[src/rtl/skvt_pkg.sv]
// Package for the sorted hash key/value table.
// Shared request codes, status codes, entry layout and controller/datapath structs.
// No dependencies.
package skvt_pkg;

  localparam int HASH_W  = 32;
  localparam int TYPE_W  = 3;
  localparam int VALUE_W = 32;
  localparam int TOTAL_W = 7;
  localparam int REQ_W   = 2;
  localparam int STAT_W  = 3;

  localparam logic [REQ_W-1:0] REQ_INSERT = 2'd0;
  localparam logic [REQ_W-1:0] REQ_LOOKUP = 2'd1;
  localparam logic [REQ_W-1:0] REQ_UPDATE = 2'd2;
  localparam logic [REQ_W-1:0] REQ_CLEAR  = 2'd3;

  localparam logic [STAT_W-1:0] ST_OK       = 3'd0;
  localparam logic [STAT_W-1:0] ST_NOTFOUND = 3'd1;
  localparam logic [STAT_W-1:0] ST_DUP      = 3'd2;
  localparam logic [STAT_W-1:0] ST_FULL     = 3'd3;
  localparam logic [STAT_W-1:0] ST_MISMATCH = 3'd4;

  // Source of found_type / found_value in the response
  localparam logic [1:0] SEL_NONE  = 2'd0;
  localparam logic [1:0] SEL_ENTRY = 2'd1;
  localparam logic [1:0] SEL_NEW   = 2'd2;

  typedef struct packed {
    logic [HASH_W-1:0]  hash;
    logic [TYPE_W-1:0]  vtype;
    logic [VALUE_W-1:0] value;
  } entry_t;

  typedef struct packed {
    logic              cap_req;
    logic              rd_mid;
    logic              step;
    logic              rd_pos;
    logic              set_res;
    logic [STAT_W-1:0] res_status;
    logic [1:0]        res_sel;
    logic              shift_init;
    logic              rd_shift;
    logic              wr_shift;
    logic              wr_new;
    logic              inc_cnt;
    logic              clr_cnt;
    logic              load_out;
  } ctl_cmd_t;

  typedef struct packed {
    logic [REQ_W-1:0] req;
    logic             lo_lt_hi;
    logic             hit;
    logic             type_eq;
    logic             full;
    logic             shift_more;
    logic             out_free;
  } dp_stat_t;

endpackage

[src/rtl/skvt_ctrl.sv]
// Controller state machine of the sorted hash table: sequences the binary
// search, the entry shift of an insert and the response. Depends on skvt_pkg.
module skvt_ctrl import skvt_pkg::*; (
  input  logic     clk,
  input  logic     rst_n,
  input  logic     in_tvalid,
  output logic     in_tready,
  input  dp_stat_t stat,
  output ctl_cmd_t cmd
);

  localparam logic [2:0] S_IDLE  = 3'd0;
  localparam logic [2:0] S_SRCH  = 3'd1;
  localparam logic [2:0] S_SCMP  = 3'd2;
  localparam logic [2:0] S_CHECK = 3'd3;
  localparam logic [2:0] S_SHIFT = 3'd4;
  localparam logic [2:0] S_SHWR  = 3'd5;
  localparam logic [2:0] S_WNEW  = 3'd6;
  localparam logic [2:0] S_RESP  = 3'd7;

  logic [2:0] state_r, state_nxt;

  always_ff @(posedge clk) begin
    if (!rst_n) begin
      state_r <= S_IDLE;
    end else begin
      state_r <= state_nxt;
    end
  end

  assign in_tready = state_r == S_IDLE;

  always_comb begin
    cmd       = '0;
    state_nxt = state_r;
    case (state_r)
      S_IDLE: begin
        if (in_tvalid) begin
          cmd.cap_req = 1'b1;
          state_nxt   = S_SRCH;
        end
      end
      S_SRCH: begin
        if (stat.req == REQ_CLEAR) begin
          cmd.clr_cnt    = 1'b1;
          cmd.set_res    = 1'b1;
          cmd.res_status = ST_OK;
          cmd.res_sel    = SEL_NONE;
          state_nxt      = S_RESP;
        end else if (stat.lo_lt_hi) begin
          cmd.rd_mid = 1'b1;
          state_nxt  = S_SCMP;
        end else begin
          // bounds met: fetch the entry at the insertion point
          cmd.rd_pos = 1'b1;
          state_nxt  = S_CHECK;
        end
      end
      S_SCMP: begin
        cmd.step  = 1'b1;
        state_nxt = S_SRCH;
      end
      S_CHECK: begin
        cmd.set_res = 1'b1;
        state_nxt   = S_RESP;
        case (stat.req)
          REQ_INSERT: begin
            if (stat.hit) begin
              cmd.res_status = ST_DUP;
              cmd.res_sel    = SEL_ENTRY;
            end else if (stat.full) begin
              cmd.res_status = ST_FULL;
              cmd.res_sel    = SEL_NONE;
            end else begin
              cmd.res_status = ST_OK;
              cmd.res_sel    = SEL_NEW;
              cmd.shift_init = 1'b1;
              state_nxt      = S_SHIFT;
            end
          end
          REQ_UPDATE: begin
            if (!stat.hit) begin
              cmd.res_status = ST_NOTFOUND;
              cmd.res_sel    = SEL_NONE;
            end else if (!stat.type_eq) begin
              cmd.res_status = ST_MISMATCH;
              cmd.res_sel    = SEL_ENTRY;
            end else begin
              cmd.res_status = ST_OK;
              cmd.res_sel    = SEL_NEW;
              state_nxt      = S_WNEW;
            end
          end
          default: begin
            if (stat.hit) begin
              cmd.res_status = ST_OK;
              cmd.res_sel    = SEL_ENTRY;
            end else begin
              cmd.res_status = ST_NOTFOUND;
              cmd.res_sel    = SEL_NONE;
            end
          end
        endcase
      end
      S_SHIFT: begin
        // move entries above the insertion point up by one, top first
        if (stat.shift_more) begin
          cmd.rd_shift = 1'b1;
          state_nxt    = S_SHWR;
        end else begin
          state_nxt = S_WNEW;
        end
      end
      S_SHWR: begin
        cmd.wr_shift = 1'b1;
        state_nxt    = S_SHIFT;
      end
      S_WNEW: begin
        cmd.wr_new  = 1'b1;
        cmd.inc_cnt = stat.req == REQ_INSERT;
        state_nxt   = S_RESP;
      end
      S_RESP: begin
        if (stat.out_free) begin
          cmd.load_out = 1'b1;
          state_nxt    = S_IDLE;
        end
      end
      default: begin
        state_nxt = S_IDLE;
      end
    endcase
  end

endmodule

[config.mk]
export PLATFORM = sky130hd
export DESIGN_NAME = skvt_ctrl
export DESIGN_NICKNAME = d
export VERILOG_FILES = /design/src/rtl/skvt_pkg.sv /design/src/rtl/skvt_ctrl.sv
export SDC_FILE = /design/constraint.sdc
export NUM_CORES = 1
export LEC_CHECK = 0
export BUFFER_PORTS_ARGS = -buffer_cell sky130_fd_sc_hd__buf_2
export CAP_MARGIN = 20
export CORE_AREA = 2 2 39 41
export DETAILED_ROUTE_END_ITERATION = 16
export DIE_AREA = 0 0 41 43
export SYNTH_ARGS = -nofsm -noshare
export SYNTH_HDL_FRONTEND = slang
export SYNTH_SLANG_ARGS = --single-unit
[constraint.sdc]
create_clock -name clk -period 1.3 [get_ports clk]
set_input_delay 0 -clock clk [delete_from_list [all_inputs] [get_ports clk]]
set_output_delay 0 -clock clk [all_outputs]
set_load 0.01 [all_outputs]
==> impl_metrics.json <==
{
  "outcome": "finished, final reports clean",
  "p_leak_nw": 0.303,
  "critical_path_class": "reg -> out",
  "crit_chain": "nor3_4, nand2_2, nor4b_2, buf_2",
  "worstMarginPinSlew_ns": 0.261,
  "p_seq_frac": 0.214,
  "fin_crit_sh": 0.986,
  "syn_avg_cell_area_um2": 6.43,
  "min_period_ns": 1.28,
  "reg2reg_depth": 5,
  "comb_power_share": 0.539,
  "utilization": 0.439,
  "synthesis.nets": 70,
  "drt_iter0_drc": 5,
  "synth_cell_types": 27,
  "drive_gt1_frac": 0.511,
  "ys_ff_latch": 3,
  "pin_count": 29,
  "crit_path_end": "cmd[11]",
  "hold_ws_ns": 0.0598,
  "timing.fmax_mhz": 780,
  "die_area_um2": 1760,
  "hold_viol": 0,
  "portBuffers": 28,
  "setup_violations": 0,
  "relSlewSlack": 0.824,
  "wirelength_mm": 1.19,
  "startpoint_type": "flop",
  "hpwl_um": 879,
  "r2r-start": "state_r[1]",
  "crit_path_end_kind": "primary output",
  "synth_top_family_by_area": "simple AND/OR/NAND/NOR gates",
  "cp.arrival_ns": 1.28,
  "cts_tree": "done",
  "synthMuxAreaShare": 0,
  "ant_nets": 0,
  "switching_power_mw": 0.284,
  "skew_ns": 0.00511,
  "reg2reg_slack_ns": 0.25,
  "p_per_area_nw_per_um2": 1110,
  "grtUsageTotal": 0.146,
  "top_register": "state_r",
  "viasPerCell": 4.93,
  "critPathBufInv": 1,
  "slowest_delay_ns": 0.38,
  "clockBufferDepth": 2,
  "power_frac_clock": 0.247,
  "num-nets-final": 106,
  "fill_cells": 157,
  "reg_top3": "state_r (3)",
  "grt_max_degree": 11,
  "clock_latency_ns": 0.24,
  "path_depth": 4,
  "crit_family": "simple AND/OR/NAND/NOR gates",
  "cts_htree_levels": 1,
  "cts_buffers": 3,
  "initial_core_util": 0.274,
  "p_int_mw": 0.391,
  "grt_pass1_vias": 448,
  "grt-ovfl-total": 0,
  "drtPass1Iterations": 4,
  "synth-compound-area-share": 0.178,
  "antenna_found_initial": 0,
  "dieWidth_um": 41,
  "maxCapViolations": 0,
  "fin_setup_tns_ns": 0,
  "grt_pass1_wl_mm": 1.77,
  "synthAdderAreaFrac": 0,
  "synth.cell_area_um2": 379,
  "core_um2": 1380,
  "crit_path_top_delay_cell": "dfxtp_4",
  "final_cell_mix": "buf_2, nand2_1, nor2_1",
  "row_count": 14,
  "yosys_warnings": 0,
  "layout_commonest_cell": "buf_2",
  "clkSinkCount": 3,
  "crit_path_start": "state_r[2]",
  "cts_root_buf": "clkbuf_4",
  "hp-class": "in -> reg",
  "detail_route.wl_per_cell_um": 10.8,
  "synth_cells": 59,
  "ir_worst_vdd_mv": 0.329,
  "yosysSeqAreaShare": 0.158,
  "vias": 542,
  "area_growth_pct": 60.4,
  "largest_reg_flops": 3,
  "r2r-end": "state_r[1]",
  "yosys.area_share.simple": 0.548,
  "place_congestion": 0.719,
  "crit_required_ns": 1.30,
  "die_h_um": 43,
  "diodes": 0,
  "drv_slew": 0,
  "drc": 0,
  "switching_share": 0.421,
  "synth-xor-area-share": 0,
  "rsz0062_at_grt": "true",
  "path_clk_slew_ns": 0.04,
  "critPathMaxFanout": 10
}
==> worst min path at each step <==
stage               from    endpoint  slack (ns)  depth (start not counted)
6_report       in_tvalid  state_r[0]        0.06                          3
5_1_grt        in_tvalid  state_r[0]        0.10                          3
4_1_cts        in_tvalid  state_r[0]        0.06                          3
3_5_place_dp     stat[5]     cmd[13]        0.26                          3
3_3_place_gp     stat[5]     cmd[13]        0.25                          3
2_1_floorplan    stat[6]     cmd[11]        0.03                          1
==> cell usage after synthesis <==
cell type  n  area, um^2
nor3_1     8        40.0
and3_1     2        12.5
a31oi_1    2        12.5
and2_1     2        12.5
nor2_1     8        30.0
nand2_1    8        30.0
a21oi_1    1        5.00
inv_4      1        6.26
buf_4      2        15.0
nor3b_1    1        7.51
inv_2      2        7.51
a22oi_1    1        7.51
nor2b_1    2        12.5
nor4b_2    1        15.0
o21ai_1    1        5.00
nand2_2    1        6.26
o21ai_0    3        15.0
dfxtp_1    3        60.1
nand3_1    2        10.0
and3b_1    1        8.76
inv_1      1        3.75
o41ai_1    1        8.76
buf_6      1        11.3
nor2_2     1        6.26
o22ai_1    1        6.26
nor3_4     1        16.3
o21a_1     1        7.51
==> power by group through the flow <==
stage	logic [mW]	clock network (mW)	registers, mW
after floorplan	0.249	0	0.118
final	0.364	0.167	0.144
after global placement	0.319	0	0.139
after detailed placement	0.321	0	0.140
after global routing	0.411	0.177	0.148
after CTS	0.325	0.174	0.142
==> routing by layer <==
| metal | vias up | GRT usage | part of all wire |
|---|---|---|---|
| li1 | 279 | - | - |
| met1 | 232 | 0.195 | 0.46 |
| met2 | 27 | 0.209 | 0.43 |
| met3 | 4 | 0.0157 | 0.080 |
| met4 | 0 | 0.100 | 0.034 |
| met5 | - | 0 | 0 |
==> through the flow <==
step / setup WS (ns) / total power, mW / cell area (um^2) / std cells
finish: 0.0177 / 0.675 / 608 / 110
global route: -0.0350 / 0.736 / 608 / 110
CTS: -0.0214 / 0.640 / 569 / 107
detailed placement: 0.108 / 0.461 / 528 / 102
global placement: 0.117 / 0.458 / 528 / 102
floorplan: 0.230 / 0.367 / 379 / 59
==> tightest hold or removal path, cell delays in order <==
cell,delay [ns]
buf_2,0.09
o41ai_1,0.05
a31oi_1,0.12
==> cell families (layout without fill, tap and decap cells) <==
| logic type | after synthesis | count (layout) |
|---|---|---|
| AOI/OAI and AO/OA | 11 | 11 |
| DFF | 3 | 3 |
| and+or+nand+nor | 38 | 38 |
| buffers and inverters | 7 | 42 |
==> final cells by class <==
| type | instances | area, um^2 | area share |
|---|---|---|---|
| Timing Repair Buffer | 34 | 188 | 0.309 |
| Tap cell | 16 | 20.0 | 0.0329 |
| Inverter | 4 | 17.5 | 0.0288 |
| Clock buffer | 4 | 26.3 | 0.0432 |
| Sequential cell | 3 | 66.3 | 0.109 |
| Multi-Input combinational cell | 49 | 290 | 0.477 |
==> what timing repair did <==
action | CTS | global route
hold endpoints to repair | 1 | 0
hold buffers | 1 | 0
buffers inserted | 0 | 3
endpoints found under the setup margin | 7 | 5
pin swaps | 2 | 1
gates resized for setup | 3 | 4
(Power assumes the default switching activity.)
