$ cat config.mk
export PLATFORM = sky130hd
export DESIGN_NAME = skvt_datapath
export DESIGN_NICKNAME = d
export VERILOG_FILES = /design/src/rtl/skvt_pkg.sv /design/src/rtl/skvt_ram.sv /design/src/rtl/skvt_datapath.sv
export SDC_FILE = /design/constraint.sdc
export NUM_CORES = 2
export LEC_CHECK = 0
export BUFFER_PORTS_ARGS = -buffer_cell sky130_fd_sc_hd__clkbuf_2
export CELL_PAD_IN_SITES_DETAIL_PLACEMENT = 1
export CELL_PAD_IN_SITES_GLOBAL_PLACEMENT = 1
export CORE_ASPECT_RATIO = 1.25
export CORE_MARGIN = 2
export CORE_UTILIZATION = 45
export DETAILED_ROUTE_END_ITERATION = 16
export GPL_TIMING_DRIVEN = 1
export PLACE_DENSITY_LB_ADDON = 0.15
export SLEW_MARGIN = 10
export SYNTH_ARGS = -nofsm -noshare
export SYNTH_HDL_FRONTEND = slang
export SYNTH_MEMORY_MAX_BITS = 65536
export SYNTH_SLANG_ARGS = --single-unit
$ cat constraint.sdc
create_clock -name clk -period 13.6 [get_ports clk]
set_input_delay 0.68 -clock clk [delete_from_list [all_inputs] [get_ports clk]]
set_output_delay 0.68 -clock clk [all_outputs]
set_load 0.05 [all_outputs]
$ cat src/rtl/skvt_pkg.sv
// Package for the sorted hash key/value table.
// Shared request codes, status codes, entry layout and controller/datapath structs.
// No dependencies.
package skvt_pkg;

  localparam int HASH_W  = 32;
  localparam int TYPE_W  = 3;
  localparam int VALUE_W = 32;
  localparam int TOTAL_W = 7;
  localparam int REQ_W   = 2;
  localparam int STAT_W  = 3;

  localparam logic [REQ_W-1:0] REQ_INSERT = 2'd0;
  localparam logic [REQ_W-1:0] REQ_LOOKUP = 2'd1;
  localparam logic [REQ_W-1:0] REQ_UPDATE = 2'd2;
  localparam logic [REQ_W-1:0] REQ_CLEAR  = 2'd3;

  localparam logic [STAT_W-1:0] ST_OK       = 3'd0;
  localparam logic [STAT_W-1:0] ST_NOTFOUND = 3'd1;
  localparam logic [STAT_W-1:0] ST_DUP      = 3'd2;
  localparam logic [STAT_W-1:0] ST_FULL     = 3'd3;
  localparam logic [STAT_W-1:0] ST_MISMATCH = 3'd4;

  // Source of found_type / found_value in the response
  localparam logic [1:0] SEL_NONE  = 2'd0;
  localparam logic [1:0] SEL_ENTRY = 2'd1;
  localparam logic [1:0] SEL_NEW   = 2'd2;

  typedef struct packed {
    logic [HASH_W-1:0]  hash;
    logic [TYPE_W-1:0]  vtype;
    logic [VALUE_W-1:0] value;
  } entry_t;

  typedef struct packed {
    logic              cap_req;
    logic              rd_mid;
    logic              step;
    logic              rd_pos;
    logic              set_res;
    logic [STAT_W-1:0] res_status;
    logic [1:0]        res_sel;
    logic              shift_init;
    logic              rd_shift;
    logic              wr_shift;
    logic              wr_new;
    logic              inc_cnt;
    logic              clr_cnt;
    logic              load_out;
  } ctl_cmd_t;

  typedef struct packed {
    logic [REQ_W-1:0] req;
    logic             lo_lt_hi;
    logic             hit;
    logic             type_eq;
    logic             full;
    logic             shift_more;
    logic             out_free;
  } dp_stat_t;

endpackage

$ cat src/rtl/skvt_ram.sv
// Generic single-port-write, single-port-read RAM with registered read data.
// No dependencies.
module skvt_ram #(
  parameter int WIDTH = 8,
  parameter int DEPTH = 16,
  localparam int AW = (DEPTH > 1) ? $clog2(DEPTH) : 1
) (
  input  logic             clk,
  input  logic             we,
  input  logic [AW-1:0]    waddr,
  input  logic [WIDTH-1:0] wdata,
  input  logic [AW-1:0]    raddr,
  output logic [WIDTH-1:0] rdata
);

  logic [WIDTH-1:0] mem [DEPTH];
  logic [WIDTH-1:0] rdata_r;

  always_ff @(posedge clk) begin
    if (we) begin
      mem[waddr] <= wdata;
    end
    rdata_r <= mem[raddr];
  end

  assign rdata = rdata_r;

endmodule

$ cat src/rtl/skvt_datapath.sv
// Datapath of the sorted hash table: request registers, binary-search bounds,
// entry count, shift index, table RAM and response register.
// Depends on skvt_pkg and skvt_ram.
module skvt_datapath import skvt_pkg::*; #(
  parameter int CAPACITY = 64,
  localparam int CW = $clog2(CAPACITY + 1),
  localparam int AW = (CAPACITY > 1) ? $clog2(CAPACITY) : 1
) (
  input  logic                clk,
  input  logic                rst_n,
  input  ctl_cmd_t            cmd,
  output dp_stat_t            stat,
  input  logic [REQ_W-1:0]    in_req,
  input  logic [HASH_W-1:0]   in_hash,
  input  logic [TYPE_W-1:0]   in_vtype,
  input  logic [VALUE_W-1:0]  in_vword,
  input  logic                out_tready,
  output logic                out_valid,
  output logic [STAT_W-1:0]   out_status,
  output logic [TYPE_W-1:0]   out_type,
  output logic [VALUE_W-1:0]  out_value,
  output logic [TOTAL_W-1:0]  out_total
);

  logic [REQ_W-1:0]   req_r;
  logic [HASH_W-1:0]  key_r;
  logic [TYPE_W-1:0]  vtype_r;
  logic [VALUE_W-1:0] vword_r;
  logic [CW-1:0]      lo_r, hi_r, idx_r, cnt_r;
  entry_t             ent_r;
  logic [STAT_W-1:0]  res_status_r;
  logic [1:0]         res_sel_r;
  logic               out_valid_r;
  logic [STAT_W-1:0]  out_status_r;
  logic [TYPE_W-1:0]  out_type_r;
  logic [VALUE_W-1:0] out_value_r;
  logic [TOTAL_W-1:0] out_total_r;

  logic [CW-1:0]         mid;
  logic [CW-1:0]         idx_dec;
  logic [CW+TOTAL_W-1:0] cnt_ext;
  logic [AW-1:0]         raddr, waddr;
  logic                  we;
  entry_t                wdata, rdata, new_ent;
  logic [TYPE_W-1:0]     sel_type;
  logic [VALUE_W-1:0]    sel_value;

  assign mid     = lo_r + ((hi_r - lo_r) >> 1);
  assign idx_dec = idx_r - CW'(1);
  assign cnt_ext = {{TOTAL_W{1'b0}}, cnt_r};
  assign new_ent = '{hash: key_r, vtype: vtype_r, value: vword_r};

  always_comb begin
    if (cmd.rd_mid) begin
      raddr = mid[AW-1:0];
    end else if (cmd.rd_shift) begin
      raddr = idx_dec[AW-1:0];
    end else begin
      raddr = lo_r[AW-1:0];
    end
  end

  assign we    = cmd.wr_shift | cmd.wr_new;
  assign waddr = cmd.wr_shift ? idx_r[AW-1:0] : lo_r[AW-1:0];
  assign wdata = cmd.wr_shift ? rdata : new_ent;

  skvt_ram #(
    .WIDTH ($bits(entry_t)),
    .DEPTH (CAPACITY)
  ) u_ram (
    .clk   (clk),
    .we    (we),
    .waddr (waddr),
    .wdata (wdata),
    .raddr (raddr),
    .rdata (rdata)
  );

  always_comb begin
    case (res_sel_r)
      SEL_ENTRY: begin
        sel_type  = ent_r.vtype;
        sel_value = ent_r.value;
      end
      SEL_NEW: begin
        sel_type  = vtype_r;
        sel_value = vword_r;
      end
      default: begin
        sel_type  = '0;
        sel_value = '0;
      end
    endcase
  end

  // Payload registers
  always_ff @(posedge clk) begin
    if (cmd.cap_req) begin
      req_r   <= in_req;
      key_r   <= in_hash;
      vtype_r <= in_vtype;
      vword_r <= in_vword;
      lo_r    <= '0;
      hi_r    <= cnt_r;
    end
    if (cmd.step) begin
      if (rdata.hash < key_r) begin
        lo_r <= mid + CW'(1);
      end else begin
        hi_r <= mid;
      end
    end
    if (cmd.set_res) begin
      ent_r        <= rdata;
      res_status_r <= cmd.res_status;
      res_sel_r    <= cmd.res_sel;
    end
    if (cmd.shift_init) begin
      idx_r <= cnt_r;
    end else if (cmd.wr_shift) begin
      idx_r <= idx_dec;
    end
    if (cmd.load_out) begin
      out_status_r <= res_status_r;
      out_type_r   <= sel_type;
      out_value_r  <= sel_value;
      out_total_r  <= cnt_ext[TOTAL_W-1:0];
    end
  end

  // Control registers
  always_ff @(posedge clk) begin
    if (!rst_n) begin
      cnt_r       <= '0;
      out_valid_r <= 1'b0;
    end else begin
      if (cmd.clr_cnt) begin
        cnt_r <= '0;
      end else if (cmd.inc_cnt) begin
        cnt_r <= cnt_r + CW'(1);
      end
      if (cmd.load_out) begin
        out_valid_r <= 1'b1;
      end else if (out_tready) begin
        out_valid_r <= 1'b0;
      end
    end
  end

  assign stat.req        = req_r;
  assign stat.lo_lt_hi   = lo_r < hi_r;
  assign stat.hit        = (lo_r < cnt_r) && (rdata.hash == key_r);
  assign stat.type_eq    = rdata.vtype == vtype_r;
  assign stat.full       = cnt_r == CW'(CAPACITY);
  assign stat.shift_more = idx_r > lo_r;
  assign stat.out_free   = !out_valid_r || out_tready;

  assign out_valid  = out_valid_r;
  assign out_status = out_status_r;
  assign out_type   = out_type_r;
  assign out_value  = out_value_r;
  assign out_total  = out_total_r;

endmodule

==> results.txt <==
----------------------------------------------------
[Run status]
  Status ... finished, final reports clean

[Min path]
  Count of cells along the worst hold path ... 3
  Path category of the worst min-delay check ... input pin to flop

[CTS]
  Number of H-tree levels ... 5
  Skew-Pair Late Insertion Delay ... 1.02 ns
  TritonCTS clock tree ... done
  Number of buffers inserted during clock tree synthesis ... 441
  Clock Pin Slew Worst Setup and Hold Paths ... 0.06 ns
  Number of buffers between clock root and the deepest sink ... 4
  Count of clock tree sinks ... 4538
  Root cell of the clock tree ... clkbuf_16

[Critical path]
  Crit-path max FO ... 77
  Max stage delay on crit path ... 0.81 ns
  Data required time at the worst endpoint ... 14.43 ns
  Data arrival time of the critical path ... 7.94 ns
  List of cells traversed by the critical path ... inv_1, ha_1, nor2b_1, o21ai_0, a21boi_0, o21a_1, nor2_1, xnor2_1, ha_1, inv_1, a21oi_1, o32ai_4, buf_4, buf_12, nand3_4, buf_4, a21oi_1, nor3_1, nand3_1, o311ai_0
  Critical path capture point type ... flop
  Critical-path top delay cell ... nand3_4
  Stages on worst setup path ... 20
  Number of buffer and inverter stages on the critical path ... 5
  Critical path class ... flop to flop
  Startpoint kind of the worst setup timing path ... flop
  Worst r2r path cells ... 20
  Top Family by Delay on Critical Path ... buffers and inverters

[Final layout]
  Final core utilization ... 0.512
  Post-synthesis to final-layout area growth ... 13.3%
  Share of cells above drive strength 1 ... 0.125
  Net count, final ... 12400

[Placement]
  Hpwl dp ... 301000 um
  Count of input and output buffers ... 141
  Global placement routability congestion ... 0.792

[STA]
  Final worst-path cycle share ... 0.523
  Number of pins exceeding their max-slew limit in the final report ... 0
  Maximum clock frequency ... 141 MHz
  Transition time at the pin with the least slew margin ... 1.36 ns
  Total negative slack ... 0 ns
  Final-report hold violation count ... 0
  Total of endpoints with negative setup slack in the final report ... 0
  Setup repair after global routing missed its margin ... no
  Setup skew after layout ... 0.0443 ns
  Post-route minimum period ... 7.11 ns
  Worst slew margin relative to its limit ... 0.0907

[Route]
  DRT Wirelength ... 576000 um
  Final ANT Viol Nets ... 0
  First-pass iteration count of the detailed router ... 7
  Number of vias per cell after detailed routing ... 6.18
  Iter 0 DRT Violations ... 12900
  Remaining routing DRC violations ... 0
  Overall via count from detail_route ... 110000
  Post-DR wirelength/cell ... 32.3 um

[Synth]
  Predominant post-synthesis flop cell ... edfxtp_1
  Warning count from the yosys run ... 0
  Post-Synthesis Cell Area ... 0.177 sq mm
  Cell count after synthesis ... 12100
  EDFF count, synth ... 4449
  Nets in the synthesized netlist ... 12200
  Async set-or-reset flop fraction in the synthesized netlist ... 0
  Count of state elements after synthesis ... 4538
  Count of cell types in the netlist ... 62
  Synthesized area per cell ... 14.7 sq um
  Proportion of synthesized chip area in sequential cells ... 0.764

[Global route]
  Vias in the first global route ... 113000
  Combined global-route utilization of all metal layers ... 0.284
  First-pass GRT wire length ... 816000 um
  Initial antenna violation count ... 26
  Maximum number of pins on one net before global-route repair ... 164
  GRT Residual Overflow ... 0

[Power and ir drop]
  Total power per unit cell area ... 268 mW/mm^2
  Peak supply drop ... 0.000321 V
  Final Power ... 53.8 mW
  Leakage power total ... 67.1 nW

[Job]
  # Max-Cap Violations ... 0

[Die]
  Starting Density ... 0.452
  Overall die area ... 0.399 sq mm
  Std-Cell Core Area ... 0.392 sq mm
  Die H ... 706 um
  IO Count ... 143
  Core Rows ... 257
  Horizontal die dimension ... 565 um

----------------------------------------------------
-- report_power, final --
part,switching [mW],internal (mW)
Combinational,16.9,6.75
Sequential,0.295,17.0
Clock,5.41,7.52
-- state kept, by name (all words and copies together) (netlist names), 7 cells and up --
| register | count |
|---|---|
| key_r | 32 |
| cnt_r | 7 |
| lo_r | 7 |
| out_value | 32 |
| vword_r | 32 |
| u_ram.rdata | 67 |
| hi_r | 7 |
| out_total | 7 |
| ent_r | 35 |
| idx_r | 7 |
| u_ram.mem | 4288 |
-- cells in the final DEF (no fill, tap or decap), types with 77 or more instances in the layout --
| cell type | instances |
|---|---|
| edfxtp_1 | 4449 |
| nand2_1 | 3147 |
| nand3_1 | 744 |
| a21oi_1 | 691 |
| clkbuf_16 | 450 |
| a311oi_1 | 331 |
| mux4_2 | 270 |
| and3_1 | 269 |
| buf_4 | 251 |
| o21ai_0 | 225 |
| clkbuf_2 | 139 |
| a31oi_1 | 134 |
| clkinv_2 | 94 |
| dfxtp_1 | 89 |
| mux2i_1 | 82 |
| dlygate4sd3_1 | 77 |
-- layer usage --
layer  global-route usage  routed length [um]
met5                    0                  60
met4               0.0951               21100
met3               0.0365               41700
met2                0.481              284000
met1                0.379              229000
-- worst min-delay path, stage by stage --
cell and delay [ns]:
clkbuf_2 0.07, nand2b_1 0.25, a21oi_1 0.07
-- final timing paths --
kind / from / endpoint / slack [ns]
worst max-delay path: lo_r[1] / u_ram.rdata[12] / 6.49
worst min-delay path: cmd[1] / cnt_r[5] / 0.12
worst max register to register: lo_r[1] / u_ram.rdata[12] / 6.49
worst min register to register: res_status_r[0] / out_status[0] / 0.43
-- cells in the mapped netlist, types with 125 or more instances --
cell type / n / area share
edfxtp_1: 4449 / 0.75
buf_2: 129 / 0.0036
mux4_2: 270 / 0.034
and3_1: 269 / 0.0095
nor2_1: 125 / 0.0026
nand3_1: 747 / 0.021
a311oi_1: 331 / 0.016
o21ai_0: 256 / 0.0072
nand2_1: 3151 / 0.067
clkbuf_1: 583 / 0.012
a21oi_1: 692 / 0.020
a31oi_1: 134 / 0.0047
-- per-stage QoR --
stage	setup WS [ns]	hold WS, ns	std cells	area, sq um
final	6.49	0.121	17800	201000
after global routing	6.09	0.121	17800	201000
after global placement	6.73	0.401	16900	185000
after detailed placement	6.59	0.419	16900	185000
after CTS	6.59	0.0476	17800	201000
after floorplan	8.66	0.400	12100	177000
-- kinds of logic after synthesis --
| group | after synthesis | share of synthesized area |
|---|---|---|
| buffers and inverters | 860 | 0.0197 |
| XOR/XNOR | 24 | 0.00119 |
| adder cells (fa/ha/maj) | 67 | 0.00481 |
| flip-flops | 4538 | 0.764 |
| AND/OR/NAND/NOR | 4415 | 0.104 |
| multiplexers | 399 | 0.0419 |
| AO/OA/AOI/OAI | 1770 | 0.0646 |
-- layout make-up --
cell class	instances	area, sq um
diodes	7	17.5
clock buffers	553	12100
clock inverters	276	3130
fillers	37300	191000
inverters	60	225
multi-input cells	6675	39400
flip-flops and latches	4538	135000
well taps	5180	6480
repair buffers	504	4090
-- repair_timing --
action	4_1_cts	5_1_grt
hold endpoints to repair	77	0
hold buffers	77	0
gates resized for setup	0	0
buffers inserted	0	0
Note: power is estimated with default switching activity, not from simulation.
